### src/sv/jetp_pkg.sv
package jetp_pkg;

    localparam int PIX_W     = 10;
    localparam int COUNT_W   = 12;
    localparam int COLOUR_W  = 24;
    localparam int C_W       = 30;
    localparam int Q_W       = 32;
    localparam int PROD_W    = 2 * Q_W;
    localparam int WIDE_W    = 40;
    localparam int FRAC_BITS = 27;
    localparam int CFG_IDX_W = 2;

    localparam int S_TDATA_W = 24;
    localparam int M_TDATA_W = 40;

    localparam int DIV_NUM_W  = COUNT_W + COLOUR_W;
    localparam int DIV_DEN_W  = COUNT_W;
    localparam int DIV_STEPS  = DIV_NUM_W;
    localparam int DIV_CNT_W  = $clog2(DIV_STEPS + 1);

    // start point offset pixel * 2^29 / size through a constant reciprocal
    localparam int START_NUM_W = PIX_W + FRAC_BITS + 2;
    localparam int RECIP_SHIFT = 2 * PIX_W;
    localparam int RECIP_W     = START_NUM_W + PIX_W;
    localparam int RECIP_LO_W  = 25;
    localparam int RECIP_HI_W  = RECIP_W - RECIP_LO_W;
    localparam int START_SUM_W = PIX_W + RECIP_W;

    localparam int DEFAULT_IMAGE_WIDTH  = 800;
    localparam int DEFAULT_IMAGE_HEIGHT = 600;

    localparam logic signed [C_W-1:0]   C_REAL_RESET = -30'sd107374182;
    localparam logic signed [C_W-1:0]   C_IMAG_RESET = 30'sd105830072;
    localparam logic        [COUNT_W-1:0] LIMIT_RESET = 12'd240;

    localparam logic [CFG_IDX_W-1:0] REG_C_REAL     = 2'd0;
    localparam logic [CFG_IDX_W-1:0] REG_C_IMAG     = 2'd1;
    localparam logic [CFG_IDX_W-1:0] REG_ITER_LIMIT = 2'd2;

    typedef struct packed {
        logic load_pixel;
        logic z_load;
        logic div_load;
        logic div_step;
        logic mul_en;
        logic upd_en;
        logic out_load;
    } jetp_cmd_t;

    typedef struct packed {
        logic div_done;
        logic at_limit;
        logic escaped;
    } jetp_status_t;

endpackage

### src/sv/jetp_ctrl.sv
module jetp_ctrl
    import jetp_pkg::*;
(
    input  logic         aclk,
    input  logic         aresetn,
    input  logic         s_tvalid,
    output logic         s_tready,
    output logic         m_tvalid,
    input  logic         m_tready,
    input  jetp_status_t status,
    output jetp_cmd_t    cmd
);

    localparam logic [2:0] S_IDLE   = 3'd0;
    localparam logic [2:0] S_START  = 3'd1;
    localparam logic [2:0] S_MUL    = 3'd2;
    localparam logic [2:0] S_UPD    = 3'd3;
    localparam logic [2:0] S_COLOUR = 3'd4;
    localparam logic [2:0] S_DIVC   = 3'd5;
    localparam logic [2:0] S_DONE   = 3'd6;

    logic [2:0] state_reg, state_next;
    logic       m_tvalid_reg, m_tvalid_next;

    always_comb begin
        state_next = state_reg;
        cmd        = '0;
        unique case (state_reg)
            S_IDLE: begin
                if (s_tvalid) begin
                    cmd.load_pixel = 1'b1;
                    state_next     = S_START;
                end
            end
            S_START: begin
                cmd.z_load = 1'b1;
                state_next = S_MUL;
            end
            S_MUL: begin
                if (status.at_limit) begin
                    state_next = S_COLOUR;
                end else begin
                    cmd.mul_en = 1'b1;
                    state_next = S_UPD;
                end
            end
            S_UPD: begin
                if (status.escaped) begin
                    state_next = S_COLOUR;
                end else begin
                    cmd.upd_en = 1'b1;
                    state_next = S_MUL;
                end
            end
            S_COLOUR: begin
                if (status.at_limit) begin
                    state_next = S_DONE;
                end else begin
                    cmd.div_load = 1'b1;
                    state_next   = S_DIVC;
                end
            end
            S_DIVC: begin
                if (status.div_done) begin
                    state_next = S_DONE;
                end else begin
                    cmd.div_step = 1'b1;
                end
            end
            S_DONE: begin
                if (!m_tvalid_reg || m_tready) begin
                    cmd.out_load = 1'b1;
                    state_next   = S_IDLE;
                end
            end
            default: begin
                state_next = S_IDLE;
            end
        endcase
    end

    always_comb begin
        m_tvalid_next = m_tvalid_reg;
        if (cmd.out_load) begin
            m_tvalid_next = 1'b1;
        end else if (m_tready) begin
            m_tvalid_next = 1'b0;
        end
    end

    always_ff @(posedge aclk) begin
        if (!aresetn) begin
            state_reg    <= S_IDLE;
            m_tvalid_reg <= 1'b0;
        end else begin
            state_reg    <= state_next;
            m_tvalid_reg <= m_tvalid_next;
        end
    end

    assign s_tready = (state_reg == S_IDLE);
    assign m_tvalid = m_tvalid_reg;

endmodule

### config.mk
export PLATFORM = sky130hd
export DESIGN_NAME = jetp_ctrl
export DESIGN_NICKNAME = d
export VERILOG_FILES = /design/src/sv/jetp_pkg.sv /design/src/sv/jetp_ctrl.sv
export SDC_FILE = /design/constraint.sdc
export NUM_CORES = 1
export LEC_CHECK = 0
export BUFFER_PORTS_ARGS = -buffer_cell sky130_fd_sc_hd__buf_2
export CAP_MARGIN = 20
export CELL_PAD_IN_SITES_DETAIL_PLACEMENT = 0
export CELL_PAD_IN_SITES_GLOBAL_PLACEMENT = 1
export CORE_AREA = 10 10 47 49
export DETAILED_ROUTE_END_ITERATION = 6
export DIE_AREA = 0 0 57 59
export MAX_ROUTING_LAYER = met4
export PLACE_DENSITY = 0.75
export SYNTH_ARGS = -nofsm -noshare
export SYNTH_HDL_FRONTEND = slang
export SYNTH_SLANG_ARGS = --single-unit
### constraint.sdc
create_clock -name aclk -period 1.96 [get_ports aclk]
set_clock_uncertainty 0.2 [all_clocks]
set_input_delay 0.392 -clock aclk [delete_from_list [all_inputs] [get_ports aclk]]
set_output_delay 0.392 -clock aclk [all_outputs]
set_load 0.03 [all_outputs]
-- Word-level counts from Yosys, hierarchy flattened
Index checks and enable logic that the tools add are counted.
- equality and inequality tests: 9
- muxes and demuxes: 21
- reduce and logical (&&, ||, !) cells: 5
- operators by type and width (operator ; count):
    $pmux 3 s7 ; 1
    $mux 3 ; 5
    $mux 1 ; 14
    $eq 3x3->1 const B ; 3
    $eq 3x2->1 const B ; 2
    $ne 2x2->1 const B ; 3
    $eq 3x1->1 const B ; 1
    $logic_not 3->1 ; 1
    $reduce_and 3->1 ; 1
    $mux 2 ; 1
    $reduce_bool 2->1 ; 1
    $logic_not 1->1 ; 1
    $logic_or 1x1->1 ; 1
- bits in registers: 4
- input port bits: 7
- output and inout bits: 9

-- Longest topological paths before layout
Gate-level depths: netlist of the first run.
- depth in word-level cells: 5
- gate-level depth with buffers: 5
- mapped depth without buffers: 4

-- Least setup slack after synthesis of the first run
OpenSTA, ideal clock, no wires.
- path kind: register -> output
- from: register state_reg[0]
- to: output port cmd[6] (netlist name)
- arrival time: 1.661 ns
- slack: -0.293 ns
- cell stages (with the launch flop): 4
- path through: dfxtp_1 -> buf_2 -> nor3_1 -> and2_1
- RTL lines (element ; line ; source):
    from (decl) ; jetp_ctrl.sv:22 ; logic [2:0] state_reg, state_next;
    from (signal assigned) ; jetp_ctrl.sv:96 ; state_reg <= state_next;
    to (decl) ; jetp_ctrl.sv:11 ; output jetp_cmd_t cmd

==> metrics.txt, run 1 <==
dpl hpwl 683.6 µm; CTS tree done; CTS Sinks 4; CP Max Fanout 11; Net Sw Power 86.25 µW; max-cap violation count 0; antenna violations before repair 0; # H-tree levels 1; first-pass iteration count of the detailed router 2; Post-Layout Cell Count 67; final cell utilization of the core between 30% and 40%; DR WL/cell ~13 µm; Startpoint Class flip-flop; design area 445.4 µm²; Leak Pwr about 0.19 nW; first-pass GRT wire length 1352 µm; IO Count 16; # setup viols final 0; Worst-path clk slew 0.04 ns; Worst setup EP type primary output; Max Freq 0.5375 GHz; DRT Wirelength 869 µm; cell count after placement 64; FF-to-FF End state_reg[1]; Power Dens Cells 620.0 nW/µm²; PnR worst setup slack 0.09951 ns; worst-skew pair later-pin latency 0.23 ns; Syn Nets 43; FF-to-FF Start state_reg[0]; Tcrit/Tclk final between 90% and 100%; CP required roughly 1.4 ns; yosys warns 0; worst-case clock buffer depth 2; worst relative slew slack 81.40%; Tightest Pin Transition 0.2778 ns; status finished, final reports clean; max reg flops 3; clk root buf clkbuf_4; dpl ws 0.2180 ns; Buffers on Ports 15; row count 14; post-route ant nets 0; post-CTS sizing 1; Crit. Startpoint state_reg[2]; DIE AREA 3363 µm²; crit path to cmd[0]; sequential fraction of the synthesis area about a quarter; Die H 59 µm; Layout Nets 60; drt drc 0; Iter 0 DRT Violations 3; largest net degree at the start of global routing 14; via count 311; CTS Hold Buffers Added 0; Starting Density between 20% and 30%; Mapped Area 326.6 µm²; vias in the first global route about 320; GRT Residual Overflow 0; postcts setup bufs 0; delay of the slowest cell on the worst path 0.37 ns; worst min-delay path class input port to flip-flop; Final Max Tran Viols 0; Netlist cell types 22; Avg Inst Size Synth 9.071 µm²; Clock power frac 36.3%; die extent in x 57 µm; Comb pwr share 27.6%; final-report hold violation count 0; Placer Congestion just over 0.7; cell-internal power 189.9 µW; Seq pwr share 36.1%; flop and latch count out of synthesis 4; share of layout cells above drive strength 1 54.90%; Critical Path AT 1.27 ns; CTS Buf Count 3; total track usage about 5.4%; synth-to-layout area growth 36.40%; CP cell instances buf_4, nand3b_1, nor2b_1, buf_2; Core Box Area between 1000 and 1500 µm²; ant diodes 0; peak supply drop between 0.2 and 0.3 mV; switching part of the total about 31%; slowest CP cell dfxtp_1; Worst R2R Path Depth 4; kind of critical path flip-flop to primary output; R2R setup slack ~0.45 ns; Placed Area between 400 and 500 µm²; RSZ-0062 raised after global routing false; Syn Inst Count 36; crit path time final between 1.5 and 2 ns; vias per cell between 4 and 5
[stage by stage]
stage                     TNS (ns)  power [mW]  hold WS [ns]
after global routing             0      0.2975        0.1971
after global placement           0      0.1758        0.3579
after CTS                        0      0.2819        0.1953
after detailed placement         0      0.1768        0.3656
final                            0      0.2762        0.1993
after floorplan           -0.01377      0.1548        0.3095
[cell type report]
class                   instances  area, µm²
well taps                      16      20.02
clock buffers                   3      22.52
fillers                       162      955.9
flip-flops and latches          4      82.58
multi-input cells              28      237.7
repair buffers                 16      82.58
[worst min-delay path by stage]
stage	startpoint	endpoint	depth (start not counted)
2_1_floorplan	aresetn	state_reg[0]	1
3_3_place_gp	m_tvalid	m_tvalid	2
3_5_place_dp	m_tvalid	m_tvalid	2
4_1_cts	aresetn	state_reg[0]	2
5_1_grt	aresetn	state_reg[0]	2
6_report	aresetn	state_reg[0]	2
[synthesized netlist by cell type]
cell type  count  area, µm²
a21boi_0       1      7.510
a21o_1         1      7.510
a21oi_1        2      10.01
a221oi_2       1      15.01
and2_1         2      12.51
and3b_2        1      10.01
buf_2          1      5.000
buf_4          3      22.52
dfxtp_1        4      80.08
mux2i_1        1      10.01
nand2b_1       3      18.77
nand3b_1       2      15.01
nor2b_1        3      18.77
nor3_1         1      5.000
nor3b_1        3      22.52
nor4_1         1      6.260
nor4b_4        1      23.77
nor4bb_1       1      10.01
o21a_1         1      7.510
o21ai_0        1      5.000
o21ai_1        1      5.000
o32ai_1        1      8.760
[power groups by stage]
stage | Clock (mW) | Sequential, mW | Combinational, mW
2_1_floorplan | 0 | 0.0916 | 0.0632
3_3_place_gp | 0 | 0.0996 | 0.0763
3_5_place_dp | 0 | 0.0999 | 0.0769
5_1_grt | 0.114 | 0.101 | 0.0822
4_1_cts | 0.106 | 0.0992 | 0.0771
6_report | 0.100 | 0.0997 | 0.0762
[critical path, delay by kind of cell (launching register included)]
| family | cells | cell delay, ns |
|---|---|---|
| buf+inv | 2 | 0.40 |
| flops | 1 | 0.37 |
| simple gates | 2 | 0.26 |
[logic make-up after synthesis]
| logic type | Yosys count | share of synthesized area, % |
|---|---|---|
| muxes | 1 | 3.065 |
| buffers and inverters | 4 | 8.427 |
| DFF | 4 | 24.52 |
| AOI/OAI and AO/OA | 9 | 20.31 |
| and+or+nand+nor | 18 | 43.68 |
[routing by layer]
metal | global-route usage [%] | vias up | wire [µm]
li1 | - | 162 | -
met1 | 4.965 | 141 | 396
met2 | 8.372 | 8 | 430
met3 | 2.361 | 0 | 42
met4 | 5.034 | 0 | 0
met5 | - | - | 0
[cell usage in the layout (no fill, tap or decap), drive strengths merged]
master | Yosys | routed
buf | 4 | 16
dfxtp | 4 | 4
nand2b | 3 | 3
clkbuf | 0 | 3
nor2b | 3 | 3
nor3b | 3 | 3
nand3b | 2 | 2
and2 | 2 | 2
a21oi | 2 | 2
o21ai | 2 | 2
nor4bb | 1 | 1
nor4b | 1 | 1
nor3 | 1 | 1
and3b | 1 | 1
a21boi | 1 | 1
a221oi | 1 | 1
nor4 | 1 | 1
o32ai | 1 | 1
mux2i | 1 | 1
a21o | 1 | 1
o21a | 1 | 1
Note: power is estimated with default switching activity, not from simulation.
==> inputs of run 2 (changes only) <==
--- a/config.mk
+++ b/config.mk
@@ -6,7 +6,7 @@
 export NUM_CORES = 1
 export LEC_CHECK = 0
 export BUFFER_PORTS_ARGS = -buffer_cell sky130_fd_sc_hd__buf_2
-export CAP_MARGIN = 20
+export CAP_MARGIN = 25
 export CELL_PAD_IN_SITES_DETAIL_PLACEMENT = 0
 export CELL_PAD_IN_SITES_GLOBAL_PLACEMENT = 1
 export CORE_AREA = 10 10 47 49
==> constraint.sdc (replaced) <==
create_clock -name aclk -period 1.8 [get_ports aclk]
set_clock_uncertainty 0.2 [all_clocks]
set_input_delay 0.36 -clock aclk [delete_from_list [all_inputs] [get_ports aclk]]
set_output_delay 0.36 -clock aclk [all_outputs]
set_load 0.03 [all_outputs]
==> run 2 against run 1 <==
Compared with the run above:
- power up 15%
- critical endpoint unchanged
- combinational power grew 33%
- global-route usage increased by 0.14 points
- flip-flop and latch count stayed put
- first-iteration DRC count fell by 33%
==> metrics.txt, run 2 (synthesis gave the netlist of run 1 again) <==
Iter 0 DRT Violations 2 (-1); final total power 317.5 µW (+15%); # H-tree levels 1 (unchanged); FF-to-FF Start state_reg[0]; vias in the first global route 334 (+5.4%); CTS tree done; Placed Area 430.4 µm² (+3.0%); Levels on crit path 4 (unchanged); largest net degree at the start of global routing 12 (-2); synth-to-layout area growth 57.85%; slowest CP cell dfxtp_4; max-cap violation count 0 (unchanged); Post-Layout Cell Count 68 (+1.5%); DRT Wirelength 858 µm (-1.3%); Crit. Startpoint state_reg[2]; peak supply drop 0.2766 mV (+1.1%); crit path to cmd[0]; dpl hpwl 685.6 µm (+0.29%); Core Box Area 1401 µm² (unchanged); DR WL/cell 12.62 µm (-2.7%); cell count after placement 65 (+1.6%); status finished, final reports clean; worst relative slew slack 79.79% (-1.6 points); postcts setup bufs 0 (unchanged); drt drc 0 (unchanged); Leak Pwr 0.2076 nW (+12%); setup TNS 0 ns (unchanged); max reg flops 3 (unchanged); gr busiest metal met2; ant diodes 0 (unchanged); delay of the slowest cell on the worst path 0.37 ns (about the same); kind of critical path flip-flop to primary output; global routing usage on met3 2.361% (unchanged); via count 329 (+5.8%); crit path time final ~1.7 ns; Worst setup EP type primary output; total track usage 5.548% (+0.14 points); commonest non-fill, non-tap cell in the layout buf_2; DIE AREA 3363 µm² (unchanged); Tightest Pin Transition 0.3018 ns (+0.02400 ns); die extent in x 57 µm (unchanged); CTS Sinks 4 (unchanged); R2R setup slack 0.34 ns (-0.11 ns); clk root buf clkbuf_4; IO Count 16 (unchanged); WP buf/inv 2 (unchanged); Final Max Tran Viols 0 (unchanged); commonest non-fill, non-tap cells in the layout 11 x buf_2, 3 x nand2b_1, 3 x clkbuf_4, 3 x buf_6; worst hold margin 0.1680 ns (-0.03123 ns); CTS Buf Count 3 (unchanged); GRT met2 Usage 8.062% (-0.31 points); Buffers on Ports 15 (unchanged); row count 14 (unchanged); Layout Nets 61 (+1.7%); Startpoint Class flip-flop; post-route ant nets 0 (unchanged); Max Freq 0.5785 GHz; worst min-delay path class input port to flip-flop; Critical Path AT 1.17 ns (-0.10 ns); Top delay family on crit path flip-flops; GRT Residual Overflow 0 (unchanged); worst-skew pair later-pin latency 0.23 ns (about the same); CP required 1.24 ns (-0.13 ns); Worst R2R Path Depth 4 (unchanged); share of layout cells above drive strength 1 61.54% (+6.6 points); antenna violations before repair 0 (unchanged); GR Layer Usage met1 5.569% (+0.60 points); worst-case clock buffer depth 2 (unchanged); Power Dens Cells 615.8 nW/µm² (-0.68%); FF-to-FF End state_reg[1]; final cell utilization of the core 36.79% (+5.0 points); first-pass GRT wire length 1469 µm (+8.7%); vias per cell 4.838 (+4.2%); dpl ws 0.1429 ns (-0.07513 ns); Starting Density 23.30% (unchanged); first-pass iteration count of the detailed router 3 (+1); Worst-path clk slew 0.04 ns (about the same); CP cell instances buf_8, nand3b_1, nor2b_1, buf_4; Placer Congestion 0.8061 (+13%); Die H 59 µm (unchanged); final-report hold violation count 0 (unchanged); CP Max Fanout 10 (-1); # setup viols final 0 (unchanged); Tcrit/Tclk final between 90% and 100%; design area 515.5 µm² (+16%); PnR worst setup slack 0.07125 ns (-0.02826 ns)
-- run 2: worst min-delay path by stage --
stage,from,end,cells past startpoint
after floorplan,aresetn,state_reg[0],1
after global placement,m_tvalid,m_tvalid,2
after detailed placement,m_tvalid,m_tvalid,2
after CTS,aresetn,state_reg[0],2
after global routing,aresetn,state_reg[0],2
final,aresetn,state_reg[0],2
-- run 2: power by group --
part           total [mW]  switching, mW  internal, mW
Sequential          0.109         0.0157        0.0933
Combinational       0.101         0.0485        0.0528
Clock               0.107         0.0329        0.0743
Total               0.317         0.0971         0.220
-- run 2: metal layers --
layer / up-vias / share of wire (%) / wire (µm)
li1: 167 / - / -
met1: 153 / 44 / 376
met2: 9 / 50 / 433
met3: 0 / 5.6 / 48
met4: 0 / 0 / 0
met5: - / 0 / 0
-- run 2: area by class of cell --
cell class,count,area [µm²]
tap,16,20.02
clock buffer,3,22.52
fill,166,885.9
sequential,4,88.84
timing repair buffer,17,118.9
multi-input combinational,28,265.3
-- run 2: repair_timing --
action,4_1_cts,5_1_grt
pin swaps,0,2
hold buffers,0,0
gates cloned,0,0
setup endpoints to repair,7,6
resized for setup,7,13
